**src/tmvp_pkg.sv**
```systemverilog
// Package for the transposed matrix-vector product block.
// Word types, field widths and the column-count clamp; no dependencies.
package tmvp_pkg;

    localparam int DATA_W           = 32;
    localparam int COL_W            = 10;
    localparam int CFG_W            = 11;
    localparam int HW_COLS          = 1024;
    localparam int MAX_COLS_DEFAULT = 1024;
    localparam logic [CFG_W-1:0] CFG_RESET = 11'd1024;

    // input word: one matrix element with its row's vector element
    typedef struct packed {
        logic signed [DATA_W-1:0] matrix_elem;
        logic signed [DATA_W-1:0] vector_elem;
        logic [COL_W-1:0]         col_index;
        logic                     first_row;
        logic                     last_row;
    } elem_t;

    // output word: one finished column sum
    typedef struct packed {
        logic signed [DATA_W-1:0] column_sum;
        logic [COL_W-1:0]         out_col;
        logic                     last_col;
    } sum_t;

    // per-word control carried down the pipe
    typedef struct packed {
        logic [COL_W-1:0] col;
        logic             first_row;
        logic             last_row;
        logic             hit;       // column below effective n
        logic             last_col;
    } ctl_t;

    // effective n: zero reads as one, clamped to the store size
    function automatic logic [CFG_W-1:0] eff_cols(input logic [CFG_W-1:0] cols,
                                                  input logic [CFG_W-1:0] limit);
        logic [CFG_W-1:0] n;
        n = cols;
        if (n == '0)
        begin
            n = CFG_W'(1);
        end
        if (n > limit)
        begin
            n = limit;
        end
        return n;
    endfunction

endpackage

```
**src/tmvp_front.sv**
```systemverilog
// Input stage: registers the incoming word, checks its column, multiplies.
// Uses tmvp_pkg.
module tmvp_front (
    input  logic                   clk,
    input  logic                   rst_n,
    input  logic                   elem_valid,
    output logic                   elem_ready,
    input  tmvp_pkg::elem_t        elem,
    input  logic [tmvp_pkg::CFG_W-1:0] n_eff,
    input  logic                   down_ready,
    output logic                   s1_valid,
    output tmvp_pkg::ctl_t         s1_ctl,
    output logic [tmvp_pkg::DATA_W-1:0] s1_prod
);
    import tmvp_pkg::*;

    logic                     v1_reg;
    logic signed [DATA_W-1:0] m_reg;
    logic signed [DATA_W-1:0] vec_reg;
    ctl_t                     ctl_reg;
    ctl_t                     ctl_next;

    assign elem_ready = !v1_reg || down_ready;

    always_comb
    begin
        ctl_next.col       = elem.col_index;
        ctl_next.first_row = elem.first_row;
        ctl_next.last_row  = elem.last_row;
        ctl_next.hit       = {1'b0, elem.col_index} < n_eff;
        ctl_next.last_col  = {1'b0, elem.col_index} == (n_eff - CFG_W'(1));
    end

    always_ff @(posedge clk or negedge rst_n)
    begin
        if (!rst_n)
        begin
            v1_reg <= 1'b0;
        end
        else if (elem_ready)
        begin
            v1_reg <= elem_valid;
        end
    end

    always_ff @(posedge clk)
    begin
        if (elem_ready && elem_valid)
        begin
            m_reg   <= elem.matrix_elem;
            vec_reg <= elem.vector_elem;
            ctl_reg <= ctl_next;
        end
    end

    // low half of the product, same for signed and unsigned
    assign s1_prod  = DATA_W'(m_reg * vec_reg);
    assign s1_valid = v1_reg;
    assign s1_ctl   = ctl_reg;

endmodule

```
**config.mk**
```make
export PLATFORM = sky130hd
export DESIGN_NAME = tmvp_front
export DESIGN_NICKNAME = d
export VERILOG_FILES = /design/src/tmvp_pkg.sv /design/src/tmvp_front.sv
export SDC_FILE = /design/constraint.sdc
export NUM_CORES = 1
export LEC_CHECK = 0
export ABC_AREA = 1
export BUFFER_PORTS_ARGS = -buffer_cell sky130_fd_sc_hd__buf_4
export CAP_MARGIN = 10
export CELL_PAD_IN_SITES_DETAIL_PLACEMENT = 1
export CELL_PAD_IN_SITES_GLOBAL_PLACEMENT = 1
export CORE_UTILIZATION = 43
export DETAILED_ROUTE_END_ITERATION = 6
export GPL_TIMING_DRIVEN = 0
export PLACE_DENSITY = 0.85
export SLEW_MARGIN = 20
export SYNTH_ARGS = -nofsm -noshare
export SYNTH_HDL_FRONTEND = slang
export SYNTH_SLANG_ARGS = --single-unit
```
**constraint.sdc**
```tcl
create_clock -name clk -period 6.75 [get_ports clk]
set_clock_uncertainty 0.1 [all_clocks]
set_input_delay 0.3375 -clock clk [delete_from_list [all_inputs] [get_ports clk]]
set_output_delay 0.3375 -clock clk [all_outputs]
set_load 0.05 [all_outputs]
```
==> metrics.txt <==
Row Count=79; CTS sink count=79; vias per std cell=5.216; worst min path class=primary input to flip-flop; Rel. slew slack=0.6324; most frequent cell after synthesis=inv_1; initial core utilization=0.4400; Post-synth EDFFs=78; IO Port Bufs=138; syn nets=3314; RSZ-0062 raised after global routing=true; TritonCTS buffer count=9; startpoint class of the critical path=flip-flop; DRC violations left=0; vias in the first global route=21030; first-pass GRT wire length=118.1 mm; Longest Clk Path Bufs=2; status=complete, but fails checks; DIE HEIGHT=221.2 um; placed cell count=3402; DRT iter0 DRCs=1106; Unique masters post-synth=40; slowest stage delay, CP=0.60 ns; drt pass-1 iters=7; routability cong.=0.9630; WS Path Type=flip-flop to primary output; CORE AREA=46950 um^2; post-synthesis compound-gate area fraction=0.02108; Critical Path AT=7.25 ns; root buf cell=clkbuf_16; fin. max-slew vios=0; synthesized cell area=20660 um^2; GRT Util Overall=0.3206; Area contributors post-synth=fa_1 40%, inv_1 16%, nand2_1 14%; Post-Synth XOR/XNOR Area=0.01696; Critical Path Fanout Max=4; CTS H-Tree Depth=3; register area share after synthesis=0.1146; max-cap violations=0; crit share post-route=1.139; slowest cell on the critical path=fa_2; Reg2Reg Setup Slack=4.77 ns; Async S/R FF share, synth=0.01266; grt total ovfl=0; antenna violations before repair=3; largest family of logic cells by synthesized area=adder cells; final HPWL from detailed placement=59.37 mm; Synth Instances=2654; clk slew on worst S/H paths=0.07 ns; Post-synth top flop=edfxtp_1; post-layout minimum cycle time=7.685 ns; IO Count=139; nature of the critical path endpoint=primary output; mux contribution to synthesized area=0; per-cell routed wire length=22.91 um; worst setup margin=-0.9349 ns; TritonCTS clock tree=built; Synth top area share=0.3954; nets@finish=3599; Worst Path Required=6.31 ns; Area growth, synth to finish=27.42%; Ys Warns=0; flops & latches, synth=79; Place WS=-1.974 ns; non-filler cells, final=3550; Clock Latency Late Sink=0.37 ns; Post-Route WL=81.33 mm; Yosys top cell by area=fa_1; Fin. Hold Viols=0; via count=18520; top cells by instance count after synthesis=897 x inv_1, 750 x nand2_1, 408 x fa_1, 161 x ha_1, 78 x edfxtp_1; Avg Inst Size Synth=7.784 um^2; Adder-Cell Fraction of Synth Area=0.4929; violated checks=setup timing; worst hold slack=0.02373 ns; Top cell by count, worst path=fa_1; Fmax achieved=0.1301 GHz; share of synthesized cell area in and, or, nand and nor gates=0.1681; # setup viols final=21; Die X=221.2 um; share of cells above drive strength 1=0.2297; Post-DRT Antenna Nets=0; Tightest Pin Transition=0.5502 ns; pin count of the biggest net entering global routing=27; Die Area=48920 um^2; Antenna Cells=0
-- cell families (layout without fill, tap and decap cells) --
kind of cell	after synthesis	count (layout)
AND/OR/NAND/NOR	881	881
adder cells (fa/ha/maj)	569	569
flip-flops	79	79
XOR/XNOR	40	40
buffers and inverters	1010	1299
AO/OA/AOI/OAI	75	75
-- critical path, delay by kind of cell (launching register included) --
kind	cells	cell delay (ns)
adders and majority gates	9	4.31
and+or+nand+nor	8	0.70
buffers and inverters	13	1.40
DFF	1	0.45
-- per-stage QoR --
step           setup TNS, ns    util  instance area, um^2
2_1_floorplan        -0.1515       -                20930
3_3_place_gp          -16.39  0.4839                22720
3_5_place_dp          -20.84  0.4859                22820
4_1_cts               -8.400  0.5359                25160
5_1_grt               -14.86  0.5606                26320
6_report              -11.88  0.5606                26320
-- timing repair --
action,in CTS,in global routing
hold buffers,1,0
pin swaps,104,133
gates resized for setup,413,184
setup endpoints to repair,23,22
cloned,0,1
setup buffers,71,68
endpoints found under the hold margin,1,0
-- cell usage in the layout (no fill, tap or decap), types with 16 or more instances in the layout --
master and n:
fa_2 48, nand2_4 16, fa_1 360, nand2_1 706, buf_6 49, nand3_1 54
ha_4 31, edfxtp_1 78, nor2_1 24, inv_2 71, a21oi_4 16, nand2_2 37
buf_8 26, xor2_1 17, ha_1 129, buf_4 236, inv_1 834, clkbuf_16 19
-- worst paths after layout --
kind,start,end,cells after the start
min,elem[49],m_reg[5]$_DFFE_PP_,1
min reg2reg,s1_valid$_DFFE_PN0N_,s1_valid$_DFFE_PN0N_,2
max reg2reg,s1_valid$_DFFE_PN0N_,vec_reg[23]$_DFFE_PP_,4
max,vec_reg[8]$_DFFE_PP_,s1_prod[31],30
min in group asynchronous,rst_n,s1_valid$_DFFE_PN0N_,2
max in group asynchronous,rst_n,s1_valid$_DFFE_PN0N_,2
-- layer usage --
layer	wire [um]	vias to the layer above	global-route usage
met1	29360	9438	0.3714
met2	40490	801	0.5624
met3	5789	307	0.05232
li1	-	7964	-
met5	34	-	0
met4	5658	6	0.1823
-- area by class of cell --
cell class              count  area (um^2)
plain buffers              98         1242
clock buffers               9        225.2
clock inverters             6        76.32
fillers                  5540        20630
inverters                 907         3410
multi-input cells        1565        15840
flip-flops and latches     79         2367
well taps                 607        759.5
repair buffers            279         2404
Power is not shown: default switching activity piles up to over one toggle a cycle in this logic, so the estimate is an artifact.
